**src/hw/rtl/lfgp_pkg.sv**
```systemverilog
// ----------------------------------------------------------------------------
// Lowest free gap placer package
// Shared field widths, command and status codes, defaults and control types.
// ----------------------------------------------------------------------------
`timescale 1ns / 1ps
`default_nettype none

package lfgp_pkg;

	// Default table depth and coordinate width.
	localparam int DEF_MAX_BLOCKS = 256;
	localparam int DEF_COORD_BITS = 16;

	// Fixed widths of the item fields.
	localparam int FUNC_W = 2;
	localparam int XS_W   = 15;
	localparam int XE_W   = 16;
	localparam int H_W    = 15;
	localparam int YF_W   = 15;
	localparam int YP_W   = 16;
	localparam int ST_W   = 2;

	// Command codes carried in func.
	localparam logic [FUNC_W-1:0] FUNC_CLEAR = 2'd0;
	localparam logic [FUNC_W-1:0] FUNC_FIXED = 2'd1;
	localparam logic [FUNC_W-1:0] FUNC_PLACE = 2'd2;

	// Result status codes.
	localparam logic [ST_W-1:0] STATUS_OK       = 2'd0;
	localparam logic [ST_W-1:0] STATUS_FULL     = 2'd1;
	localparam logic [ST_W-1:0] STATUS_OVERFLOW = 2'd2;

	// Control from the sequencer to the gap search unit.
	typedef struct packed {
		logic first;   // first entry of the walk, no open group yet
		logic flush;   // close the open group without taking a new entry
		logic any;     // the open group has at least one overlapping entry
	} grp_ctl_t;

	// Status from the gap search unit back to the sequencer.
	typedef struct packed {
		logic stop;    // the block fits below the group just closed
		logic any;     // next value of the open-group overlap flag
	} grp_res_t;

endpackage : lfgp_pkg

`default_nettype wire

```
**src/hw/rtl/lfgp_unit.sv**
```systemverilog
// ----------------------------------------------------------------------------
// Lowest free gap placer search unit
// Folds one stored rectangle per cycle into the running gap search.
// ----------------------------------------------------------------------------
`timescale 1ns / 1ps
`default_nettype none

module lfgp_unit #(
	parameter int COORD_BITS = lfgp_pkg::DEF_COORD_BITS
) (
	input  wire lfgp_pkg::grp_ctl_t                          ctl,
	input  wire logic [lfgp_pkg::XS_W-1:0]                   x_start,
	input  wire logic [lfgp_pkg::XE_W-1:0]                   x_end,
	input  wire logic [lfgp_pkg::H_W-1:0]                    height,
	input  wire logic [COORD_BITS-1:0]                       e_left,
	input  wire logic [COORD_BITS-1:0]                       e_right,
	input  wire logic [COORD_BITS-1:0]                       e_bottom,
	input  wire logic [COORD_BITS-1:0]                       e_top,
	input  wire logic [((COORD_BITS > 15) ? COORD_BITS : 15)-1:0] y,
	input  wire logic [COORD_BITS-1:0]                       cur_b,
	input  wire logic [COORD_BITS-1:0]                       grp_top,
	output logic      [((COORD_BITS > 15) ? COORD_BITS : 15)-1:0] y_next,
	output logic      [COORD_BITS-1:0]                       cur_b_next,
	output logic      [COORD_BITS-1:0]                       grp_top_next,
	output lfgp_pkg::grp_res_t                               res
);

	localparam int YW   = (COORD_BITS > 15) ? COORD_BITS : 15;
	localparam int WIDE = ((COORD_BITS > 16) ? COORD_BITS : 16) + 1;

	logic            hit;
	logic [WIDE-1:0] lim;
	logic            new_group;
	logic            close;
	logic            fits;
	logic            any_next;

	// Horizontal overlap of the stored entry with the new block.
	assign hit = (WIDE'(x_start) < WIDE'(e_right)) && (WIDE'(x_end) > WIDE'(e_left));

	// The open group is closed when the bottom changes or the walk ends.
	assign lim       = WIDE'(y) + WIDE'(height);
	assign new_group = ctl.first || ctl.flush || (e_bottom != cur_b);
	assign close     = new_group && ctl.any;
	assign fits      = WIDE'(cur_b) >= lim;
	assign res.stop  = close && fits;
	assign res.any   = any_next;

	// A closed group that blocks the block lifts y to its highest top.
	always_comb begin
		y_next = y;
		if (close && !fits && (YW'(grp_top) > y)) begin
			y_next = YW'(grp_top);
		end
	end

	// Open a new group or extend the current one with this entry.
	always_comb begin
		cur_b_next   = cur_b;
		grp_top_next = grp_top;
		any_next     = ctl.any;
		priority if (ctl.flush) begin
			any_next = 1'b0;
		end else if (new_group) begin
			cur_b_next   = e_bottom;
			grp_top_next = e_top;
			any_next     = hit;
		end else begin
			if (hit) begin
				any_next = 1'b1;
				if (!ctl.any || (e_top > grp_top)) begin
					grp_top_next = e_top;
				end
			end
		end
	end

endmodule : lfgp_unit

`default_nettype wire

```
**config.mk**
```make
export PLATFORM = sky130hd
export DESIGN_NAME = lfgp_unit
export DESIGN_NICKNAME = d
export VERILOG_FILES = /design/src/hw/rtl/lfgp_pkg.sv /design/src/hw/rtl/lfgp_unit.sv
export SDC_FILE = /design/constraint.sdc
export NUM_CORES = 1
export LEC_CHECK = 0
export BUFFER_PORTS_ARGS = -buffer_cell sky130_fd_sc_hd__buf_4
export CAP_MARGIN = 10
export CORE_MARGIN = 3
export CORE_UTILIZATION = 50
export DETAILED_ROUTE_END_ITERATION = 16
export PLACE_DENSITY = 0.91
export SLEW_MARGIN = 20
export SYNTH_ARGS = -nofsm -noshare
export SYNTH_HDL_FRONTEND = slang
export SYNTH_SLANG_ARGS = --single-unit
```
**constraint.sdc**
```tcl
create_clock -name vclk -period 6.65
set_input_delay 0.3325 -clock vclk [all_inputs]
set_output_delay 0.3325 -clock vclk [all_outputs]
set_load 0.01 [all_outputs]
```
# --- Word-level counts from Yosys, hierarchy flattened ---
# Cells that the tools add are included.
word_totals:
  wordCells: 27
  input_bits: 161
  regBits: 0
op_classes:
  reduce_logical: 10
  eq_ne: 1
  mux: 10
  n_addsub: 1
  magnitude_cmp: 5
ops:
  columns: ["op", "count"]
  rows:
  - ["2-to-1 mux 16 bit", 7]
  - ["greater-than comparator 16 bit", 3]
  - ["adder 16 x 15 -> 17 bit", 1]
  - ["greater-or-equal comparator 16 x 17 -> 1 bit", 1]
  - ["less-than comparator 15 x 16 -> 1 bit", 1]
  - ["!= test 16 bit", 1]
  - ["logical AND 1 bit", 5]
  - ["logical OR 1 bit", 3]
  - ["2-to-1 mux 1 bit", 3]
  - ["logical NOT 1 bit", 2]

# --- Longest topological paths before layout ---
# Gate-level depths: netlist of the first run.
logic_depth:
  depth_word: 6
  ltp_mapped: 18
  depth_no_buf: 17

# --- Worst setup path before layout of the first run ---
# Ideal clock, no wire load.
synth_path:
  kind: "in2out"
  from: "in y[0] in the netlist's numbering"
  to: "out y_next[10] in the netlist's numbering"
  n_path_buf: 1
  stages: 17
  arrival_ns: 4.169
  setup_slack_ns: 2.148
  cell_sequence: "ha_1 fa_1 a211o_1 o211ai_1 a21oi_1 a21o_1 a21o_1 a21oi_1 xor2_1 ha_1 and4_1 a2111oi_0 o211a_1 nand2_1 a221oi_4 buf_6 mux2i_1"
synth_via:
  elab_chain_len: 6
  word_cells_on_any_way: 7
  classes_between: "add/sub: 1; order compare: 2; mux: 1; reduce/logical: 3"
synth_lines:
  columns: ["item", "line", "source"]
  rows:
  - ["start: declaration", "lfgp_unit.sv:19", "input wire logic [((COORD_BITS > 15) ? COORD_BITS : 15)-1:0] y,"]
  - ["adder 16 x 15 -> 17 bit", "lfgp_unit.sv:42", "assign lim = WIDE'(y) + WIDE'(height);"]
  - ["greater-or-equal comparator 16 x 17 -> 1 bit", "lfgp_unit.sv:45", "assign fits = WIDE'(cur_b) >= lim;"]
  - ["logical NOT 1 bit", "lfgp_unit.sv:52", "if (close && !fits && (YW'(grp_top) > y)) begin"]
  - ["logical AND 1 bit", "lfgp_unit.sv:52", null]
  - ["logical AND 1 bit (*)", "lfgp_unit.sv:52", null]
  - ["2-to-1 mux 16 bit (*)", "lfgp_unit.sv:52", null]
  - ["end: declaration", "lfgp_unit.sv:22", "output logic [((COORD_BITS > 15) ? COORD_BITS : 15)-1:0] y_next,"]
# Every way passes the cells marked *; elsewhere a longest branch is shown, timed or not.

# --- Final worst setup path of the first run ---
layout_path:
  from: "in y[0] in the netlist's numbering"
  to: "out y_next[4] in the netlist's numbering"
# The elaborated chain is that of the path after synthesis.

==> results.txt, run 1 <==
----------------------------------------------------
[Floorplanning]
  Height of the chip ... 89.5 um
  FP Rows ... 29
  I/O pin cnt ... 211
  Floorplan die width ... 89.5 um
  Standard cell core area ... 6570 sq um
  Starting Density ... 53.1%
  Die footprint ... 8020 sq um

[GRT]
  All-layer global routing usage ... 27.1%
  Busiest layer in global routing ... met2
  Initial antenna violation count ... 0
  Pin count of the biggest net entering global routing ... 17
  Via count of the first global-routing pass ... 4,214
  Met2 layer usage reported by global route ... 53.7%
  Global route overflow ... 0
  Met1 GRT Util ... 29.4%
  Met3 Usage GRT ... 3.50%
  Global-route wire length before repair ... 17.9 mm

[Critical path]
  Critical path launch point type ... primary input
  Element type at the critical path end ... primary output
  Worst EP arrival ... 5240 ps
  Critical Path RT ... 6320 ps
  Beginning of the critical path ... y[0]
  Crit Path Category ... primary input to primary output
  Crit path max fanout ... 12

[Pwr]
  Maximum vdd ir drop ... 0.0514 mV
  Reported leakage power ... 2.86 nW
  Power per standard cell area ... 83.5 nW/um^2

[Yosys]
  Synthesized cell area ... 3490 sq um
  Net Count, Synth ... 690
  Ys Warns ... 0
  Sequential cell area fraction in the yosys report ... 0%
  Mean Syn Cell Area ... 8.02 sq um
  Number of distinct library cells after synthesis ... 52
  Cell count after synthesis ... 435

[CTS]
  Setup bufs post-CTS ... 0
  PostCTS Resize Cnt ... 0
  Hold-fix buffers, CTS ... 0

[Timing]
  Max_slew headroom ... 38.5%
  Final-report max-slew violation count ... 0
  Minimum period implied by the final worst setup slack ... 5570 ps
  Achievable clock frequency ... 179 MHz
  Post-Route Setup TNS ... 0 ps
  Hold Slack ... 980 ps
  Final period utilization ... 83.8%
  Slew at the pin closest to its max-slew limit ... 923 ps
  RSZ-0062 raised after global routing ... no
  Total count of hold-check failures in the final report ... 0
  Endpoints failing setup ... 0

[Placed design]
  Hpwl dp ... 10.5 mm
  Number of input and output port buffers inserted ... 211
  Placer's final routability congestion estimate ... 0.874

[Detailed routing]
  Antenna Nets Post-Route ... 0
  Number of design-rule violations left by the first detailed-router iteration ... 102
  Detailed-router iteration count before antenna repair ... 4
  Detailed-route via count ... 4,074
  Total wire length ... 11.7 mm
  Routed wire per std cell ... 15.9 um
  Via-to-Cell Ratio ... 5.54
  DRC violations left ... 0

[Hold path]
  Startpoint of the most critical hold path ... e_top[12]
  Worst min path class ... primary input to primary output

[Flow run]
  Max-Cap Viols ... 0

[Cells and area]
  Sequential cell area in the final layout ... 0 sq um
  Layout overhead on the synthesized area ... 47.9%
  Layout cell share with drive strength beyond 1 ... 39.7%
  Ant diodes ... 0
  Total number of nets in the final design ... 899
  Number of sequential storage elements ... 0
  Clock buffer count in the final layout ... 0

[Run status]
  Run status ... complete, no violations

----------------------------------------------------
## cells in the mapped netlist (2+ instances only)
cell,n,share of area [%]
sky130_fd_sc_hd__nor3_1,8,1.1
sky130_fd_sc_hd__a21oi_1,28,4.0
sky130_fd_sc_hd__and4_1,3,0.75
sky130_fd_sc_hd__nor2_1,18,1.9
sky130_fd_sc_hd__nand4_1,10,1.8
sky130_fd_sc_hd__xor2_1,9,2.3
sky130_fd_sc_hd__nor2b_1,2,0.36
sky130_fd_sc_hd__o21a_1,5,1.1
sky130_fd_sc_hd__buf_6,2,0.65
sky130_fd_sc_hd__mux2_4,9,3.9
sky130_fd_sc_hd__and3_1,2,0.36
sky130_fd_sc_hd__ha_1,93,33
sky130_fd_sc_hd__o21bai_1,3,0.65
sky130_fd_sc_hd__mux2_2,23,7.4
sky130_fd_sc_hd__o211a_1,2,0.57
sky130_fd_sc_hd__a21o_1,15,3.2
sky130_fd_sc_hd__xnor2_1,19,4.8
sky130_fd_sc_hd__or2_2,3,0.54
sky130_fd_sc_hd__nand2_1,16,1.7
sky130_fd_sc_hd__nand2b_1,3,0.54
sky130_fd_sc_hd__mux2i_1,16,4.6
sky130_fd_sc_hd__a211o_1,7,1.8
sky130_fd_sc_hd__o31ai_1,5,1.1
sky130_fd_sc_hd__inv_1,72,7.7
sky130_fd_sc_hd__o211ai_1,6,1.3
sky130_fd_sc_hd__a211oi_1,11,2.4
sky130_fd_sc_hd__o21ai_0,7,1.0
sky130_fd_sc_hd__nand3_1,14,2.0
## critical path, cell delays in order
cell	delay (ps)
sky130_fd_sc_hd__buf_4	130
sky130_fd_sc_hd__ha_1	230
sky130_fd_sc_hd__fa_1	430
sky130_fd_sc_hd__a211o_1	280
sky130_fd_sc_hd__o211ai_1	150
sky130_fd_sc_hd__a21oi_1	160
sky130_fd_sc_hd__a21o_1	230
sky130_fd_sc_hd__a21o_1	180
sky130_fd_sc_hd__a21oi_1	160
sky130_fd_sc_hd__xor2_1	180
sky130_fd_sc_hd__ha_1	270
sky130_fd_sc_hd__and4_1	190
sky130_fd_sc_hd__a2111oi_0	490
sky130_fd_sc_hd__o211a_1	240
sky130_fd_sc_hd__nand2_1	110
sky130_fd_sc_hd__a221oi_4	810
sky130_fd_sc_hd__buf_4	290
sky130_fd_sc_hd__mux2i_1	210
sky130_fd_sc_hd__buf_4	150
## per-layer routing
metal  vias to the layer above  part of all wire, %
met5                         -                    0
met4                         0                  3.1
met3                        38                  7.6
met2                       176                   51
met1                      1854                   38
li1                       2006                    -
## layout by cell type, fill, tap and decap left out, types with 2 or more instances in the layout
cell type / count
sky130_fd_sc_hd__buf_4: 212
sky130_fd_sc_hd__ha_1: 93
sky130_fd_sc_hd__inv_1: 72
sky130_fd_sc_hd__a21oi_1: 28
sky130_fd_sc_hd__mux2_2: 23
sky130_fd_sc_hd__xnor2_1: 19
sky130_fd_sc_hd__nor2_1: 18
sky130_fd_sc_hd__nand2_1: 16
sky130_fd_sc_hd__mux2i_1: 16
sky130_fd_sc_hd__a21o_1: 15
sky130_fd_sc_hd__nand3_1: 14
sky130_fd_sc_hd__a211oi_1: 11
sky130_fd_sc_hd__nand4_1: 10
sky130_fd_sc_hd__xor2_1: 9
sky130_fd_sc_hd__mux2_4: 9
sky130_fd_sc_hd__nor3_1: 8
sky130_fd_sc_hd__o21ai_0: 7
sky130_fd_sc_hd__a211o_1: 7
sky130_fd_sc_hd__o211ai_1: 6
sky130_fd_sc_hd__o31ai_1: 5
sky130_fd_sc_hd__o21a_1: 5
sky130_fd_sc_hd__o21bai_1: 3
sky130_fd_sc_hd__nand2b_1: 3
sky130_fd_sc_hd__or2_2: 3
sky130_fd_sc_hd__and4_1: 3
sky130_fd_sc_hd__and3_1: 2
sky130_fd_sc_hd__o211a_1: 2
sky130_fd_sc_hd__nor2b_1: 2
## final timing paths
path / to / cells after the start
max: y_next[4] / 19
min: grp_top_next[12] / 3
## layout make-up
cell class         count  area, sq um
repair buffers       212         1590
fillers              456         1410
inverters             72          270
multi-input cells    358         3180
well taps             93          116
## cell families (layout without fill, tap and decap cells)
kind of cell,count (synthesis),count (layout),synth area share [%]
XOR/XNOR,28,28,7.03
AO/OA/AOI/OAI,102,102,21.5
buffers and inverters,77,284,8.82
AND/OR/NAND/NOR,86,86,12.9
adder cells (fa/ha/maj),94,94,33.9
multiplexers,48,48,15.9
## power breakdown
group | total [mW] | internal, mW | switching [mW]
clock network | 0 | 0 | 0
registers | 0 | 0 | 0
logic | 0.431 | 0.229 | 0.202
## per-stage QoR
stage / cell area (sq um) / setup WS, ps / std cells / total power, mW / utilization (%)
floorplan: 3490 / 2150 / 435 / 0.244 / -
detailed placement: 5160 / 1170 / 735 / 0.426 / 78.6
global route: 5160 / 827 / 735 / 0.477 / 78.6
global placement: 5160 / 1360 / 735 / 0.410 / 78.6
finish: 5160 / 1080 / 735 / 0.431 / 78.6
CTS: 5160 / 1160 / 735 / 0.429 / 78.6
(Power assumes the default switching activity.)
==> run 2: changes to the inputs <==
--- a/config.mk
+++ b/config.mk
@@ -8,9 +8,9 @@
 export BUFFER_PORTS_ARGS = -buffer_cell sky130_fd_sc_hd__buf_4
 export CAP_MARGIN = 10
 export CORE_MARGIN = 3
-export CORE_UTILIZATION = 50
+export CORE_UTILIZATION = 42
 export DETAILED_ROUTE_END_ITERATION = 16
-export PLACE_DENSITY = 0.91
+export PLACE_DENSITY = 0.81
 export SLEW_MARGIN = 20
 export SYNTH_ARGS = -nofsm -noshare
 export SYNTH_HDL_FRONTEND = slang
==> constraint.sdc (replaced) <==
create_clock -name vclk -period 4.59
set_input_delay 0.2295 -clock vclk [all_inputs]
set_output_delay 0.2295 -clock vclk [all_outputs]
set_load 0.01 [all_outputs]
==> results.txt, run 2 (synthesized netlist as in run 1, its figures left out) <==
----------------------------------------------------
[Critical path]
  Crit Path Category ... primary input to primary output
  Crit path buffers/inverters ... 4
  Top Family by Delay on Critical Path ... compound AO/OA/AOI/OAI gates
  Worst EP arrival ... 4140 ps
  Critical Path RT ... 4360 ps
  CP max-delay cell ... sky130_fd_sc_hd__or4_1
  Crit path max fanout ... 4
  Critical path cell sequence ... buf_4 -> ha_2 -> fa_2 -> a211o_1 -> o211ai_1 -> a21oi_2 -> a21o_1 -> a21o_1 -> a21oi_2 -> xor2_1 -> ha_1 -> and4_4 -> nand3_2 -> or4_1 -> o211a_1 -> a21oi_2 -> a221oi_4 -> buf_6 -> buf_4 -> mux2i_1 -> buf_4
  Element type at the critical path end ... primary output
  Critical path launch point type ... primary input
  Slowest cell delay on critical path ... 510 ps

[GRT]
  Global route overflow ... 0
  Pin count of the biggest net entering global routing ... 17
  Global-route wire length before repair ... 18.7 mm
  Initial antenna violation count ... 0
  All-layer global routing usage ... 22.9%
  Via count of the first global-routing pass ... 4,088

[Timing]
  Max_slew headroom ... 44.5%
  Final worst-path setup slack ... 217 ps
  Endpoints failing setup ... 0
  Final-report max-slew violation count ... 0
  Final period utilization ... 95.3%
  Minimum period implied by the final worst setup slack ... 4370 ps
  Slew at the pin closest to its max-slew limit ... 829 ps
  Total count of hold-check failures in the final report ... 0
  Achievable clock frequency ... 229 MHz

[Placed design]
  Dpl ws ... -83.7 ps
  Hpwl dp ... 10.6 mm
  Number of input and output port buffers inserted ... 211
  Placer's final routability congestion estimate ... 0.953

[Cells and area]
  Layout overhead on the synthesized area ... 51.8%
  Area occupied by multi-input gates ... 3220 sq um
  Most frequent cells in the layout ... sky130_fd_sc_hd__buf_4 (219), sky130_fd_sc_hd__ha_1 (92), sky130_fd_sc_hd__inv_1 (72)
  Filler Cell Count ... 679
  Layout cell share with drive strength beyond 1 ... 42.3%
  Sequential cell area in the final layout ... 0 sq um
  Clock buffer count in the final layout ... 0
  Ant diodes ... 0
  Most common library cell in the layout ignoring fill and taps ... sky130_fd_sc_hd__buf_4
  Total number of nets in the final design ... 909
  Number of sequential storage elements ... 0

[Pwr]
  Power per standard cell area ... 122 nW/um^2
  Pwr Total ... 0.648 mW
  Reported leakage power ... 2.92 nW
  Maximum vdd ir drop ... 0.0592 mV

[Detailed routing]
  Detailed-router iteration count before antenna repair ... 4
  DRC violations left ... 0
  Antenna Nets Post-Route ... 0
  Number of design-rule violations left by the first detailed-router iteration ... 85
  Total wire length ... 11.8 mm
  Via-to-Cell Ratio ... 5.27
  Detailed-route via count ... 3,973
  Routed wire per std cell ... 15.7 um

[Floorplanning]
  Height of the chip ... 97.2 um
  Floorplan die width ... 97.2 um
  Standard cell core area ... 7890 sq um
  FP Rows ... 32
  Starting Density ... 44.2%
  I/O pin cnt ... 211
  Die footprint ... 9440 sq um

[Flow run]
  Max-Cap Viols ... 0

[Run status]
  Run status ... complete, no violations

[Hold path]
  Worst min path class ... primary input to primary output

[CTS]
  Hold-fix buffers, CTS ... 0

----------------------------------------------------
==> run 2: cell types whose count changed in the layout (fill, tap and decap cells not counted), sizes merged <==
| cell | previous run | this run |
|---|---|---|
| buf | 212 | 222 |
==> run 2: where the power goes <==
part / internal, mW / total [mW] / leakage (nW) / switching, mW
combinational: 0.351 / 0.648 / 2.92 / 0.298
sequential: 0 / 0 / 0 / 0
clock: 0 / 0 / 0 / 0
==> run 2: layout make-up <==
cell class / count / share of cell area (%)
well taps: 102 / 2.41
inverters: 72 / 5.10
repair buffers: 222 / 31.7
multi-input cells: 358 / 60.8
==> run 2: metrics by stage <==
stage	util (%)	instance area, sq um	cells	setup TNS, ps	hold WS, ps
after global placement	66.2	5220	751	0	776
after detailed placement	66.2	5220	751	-883	778
after floorplan	-	3490	435	0	594
after CTS	66.5	5240	752	0	778
final	67.2	5300	754	0	777
after global routing	67.2	5300	754	-0.827	790
==> run 2: path summary, 6_finish.rpt <==
kind                   from                to  slack, ps  cells past startpoint
setup / recovery       y[0]         y_next[9]        220                     21
hold / removal    e_top[14]  grp_top_next[14]        780                      3
==> run 2: timing repair <==
action,CTS,global route
buffers inserted,1,2
setup endpoints to repair,16,16
pin swaps,1,9
gates resized for setup,4,11
gates cloned,0,0
==> run 2: metal layers <==
| metal | GRT usage, % | up-vias | part of all wire, % |
|---|---|---|---|
| met3 | 3.30 | 2 | 6.1 |
| met4 | 1.08 | 0 | 0.15 |
| li1 | - | 2032 | - |
| met1 | 26.5 | 1812 | 41 |
| met5 | 0 | - | 0 |
| met2 | 45.9 | 127 | 53 |
==> run 3: changes to the inputs <==
--- a/config.mk
+++ b/config.mk
@@ -11,6 +11,7 @@
 export CORE_UTILIZATION = 42
 export DETAILED_ROUTE_END_ITERATION = 16
 export PLACE_DENSITY = 0.81
+export RECOVER_POWER = 50
 export SLEW_MARGIN = 20
 export SYNTH_ARGS = -nofsm -noshare
 export SYNTH_HDL_FRONTEND = slang
==> results.txt, run 3 (synthesized netlist as in run 1, its figures left out) <==
----------------------------------------------------
[Critical path]
  Critical path launch point type ... primary input
  Worst EP arrival ... 4140 ps
  Critical path cell sequence ... buf_4 -> ha_2 -> fa_2 -> a211o_1 -> o211ai_1 -> a21oi_2 -> a21o_1 -> a21o_1 -> a21oi_2 -> xor2_1 -> ha_1 -> and4_4 -> nand3_2 -> or4_1 -> o211a_1 -> a21oi_2 -> a221oi_4 -> buf_6 -> buf_4 -> mux2i_1 -> buf_4
  Crit Path Category ... primary input to primary output
  Crit path max fanout ... 4
  Top Family by Delay on Critical Path ... compound AO/OA/AOI/OAI gates
  Element type at the critical path end ... primary output
  Crit path buffers/inverters ... 4
  Critical Path RT ... 4360 ps
  Slowest cell delay on critical path ... 510 ps
  CP max-delay cell ... sky130_fd_sc_hd__or4_1

[Detailed routing]
  Via-to-Cell Ratio ... 5.28
  Routed wire per std cell ... 15.7 um
  Detailed-router iteration count before antenna repair ... 4
  Number of design-rule violations left by the first detailed-router iteration ... 105
  Antenna Nets Post-Route ... 0
  DRC violations left ... 0
  Detailed-route via count ... 3,978
  Total wire length ... 11.8 mm

[Pwr]
  Reported leakage power ... 2.84 nW
  Combinational group share of total power ... 100.0%
  Sequential fraction of design power ... 0%
  P_sw ... 0.295 mW
  Clock network fraction of total power ... 0%
  Sw Share ... 46.5%
  Maximum vdd ir drop ... 0.0591 mV
  Internal power contribution ... 0.339 mW
  Power per standard cell area ... 122 nW/um^2

[Floorplanning]
  Standard cell core area ... 7890 sq um
  FP Rows ... 32
  Height of the chip ... 97.2 um
  Die footprint ... 9440 sq um
  Floorplan die width ... 97.2 um
  Starting Density ... 44.2%
  I/O pin cnt ... 211

[Timing]
  Minimum period implied by the final worst setup slack ... 4370 ps
  Achievable clock frequency ... 229 MHz
  Final-report max-slew violation count ... 0
  Endpoints failing setup ... 0
  Slew at the pin closest to its max-slew limit ... 1200 ps
  Total count of hold-check failures in the final report ... 0
  Final period utilization ... 95.2%
  Max_slew headroom ... 19.9%

[Cells and area]
  Most common library cell in the layout ignoring fill and taps ... sky130_fd_sc_hd__buf_4
  Sequential cell area in the final layout ... 0 sq um
  Most frequent cells in the layout ... sky130_fd_sc_hd__buf_4 (202), sky130_fd_sc_hd__ha_1 (92), sky130_fd_sc_hd__inv_1 (72)
  Post-route non-filler standard cell count ... 754
  Ant diodes ... 0
  Clock buffer count in the final layout ... 0
  Layout overhead on the synthesized area ... 49.1%
  Post-route cell area ... 5200 sq um
  Number of sequential storage elements ... 0
  Area occupied by multi-input gates ... 3190 sq um
  Total number of nets in the final design ... 909
  Layout cell share with drive strength beyond 1 ... 38.8%
  Filler Cell Count ... 698

[GRT]
  All-layer global routing usage ... 22.9%
  Global route overflow ... 0
  Initial antenna violation count ... 0
  Global-route wire length before repair ... 18.7 mm
  Pin count of the biggest net entering global routing ... 17
  Via count of the first global-routing pass ... 4,088

[Placed design]
  Number of input and output port buffers inserted ... 211
  Hpwl dp ... 10.6 mm
  Placer's final routability congestion estimate ... 0.953
  Placement-stage cell area ... 5220 sq um
  Cells after DPL ... 751

[Flow run]
  Max-Cap Viols ... 0

[Run status]
  Run status ... complete, no violations

[CTS]
  Hold-fix buffers, CTS ... 0

[Hold path]
  Worst min path class ... primary input to primary output

----------------------------------------------------
run 3: final timing paths:
path,depth (start not counted),slack (ps),to,start
max,21,220,y_next[9],y[0]
min,3,770,grp_top_next[14],e_top[14]
run 3: through the flow:
step	hold slack [ps]	util (%)	TNS, ps	total power [mW]	worst slack (ps)
2_1_floorplan	594	-	0	0.354	294
3_3_place_gp	776	66.2	0	0.605	8.26
3_5_place_dp	778	66.2	-883	0.625	-83.7
4_1_cts	778	66.5	0	0.634	0.894
5_1_grt	790	66.0	-0.827	0.702	-0.827
6_report	772	66.0	0	0.634	219
run 3: cell type report:
class | instances | area share [%]
multi-input cells | 358 | 61.3
repair buffers | 222 | 31.0
inverters | 72 | 5.19
well taps | 102 | 2.45
run 3: timing repair:
| action | CTS | global route |
|---|---|---|
| endpoints found under the hold margin | 0 | 0 |
| endpoints found under the setup margin | 16 | 16 |
| buffers inserted | 1 | 2 |
| pin swaps | 1 | 9 |
| gates resized for setup | 4 | 11 |
run 3: metal layers:
| layer | track usage (%) | share of wire [%] |
|---|---|---|
| met1 | 26.5 | 41 |
| met2 | 45.9 | 52 |
| met3 | 3.30 | 5.9 |
| met4 | 1.08 | 0.15 |
| met5 | 0 | 0 |
run 3: power groups by stage:
| stage | clock [mW] | combinational [mW] | sequential (mW) |
|---|---|---|---|
| 2_1_floorplan | 0 | 0.354 | 0 |
| 3_3_place_gp | 0 | 0.605 | 0 |
| 3_5_place_dp | 0 | 0.625 | 0 |
| 4_1_cts | 0 | 0.634 | 0 |
| 5_1_grt | 0 | 0.702 | 0 |
| 6_report | 0 | 0.634 | 0 |
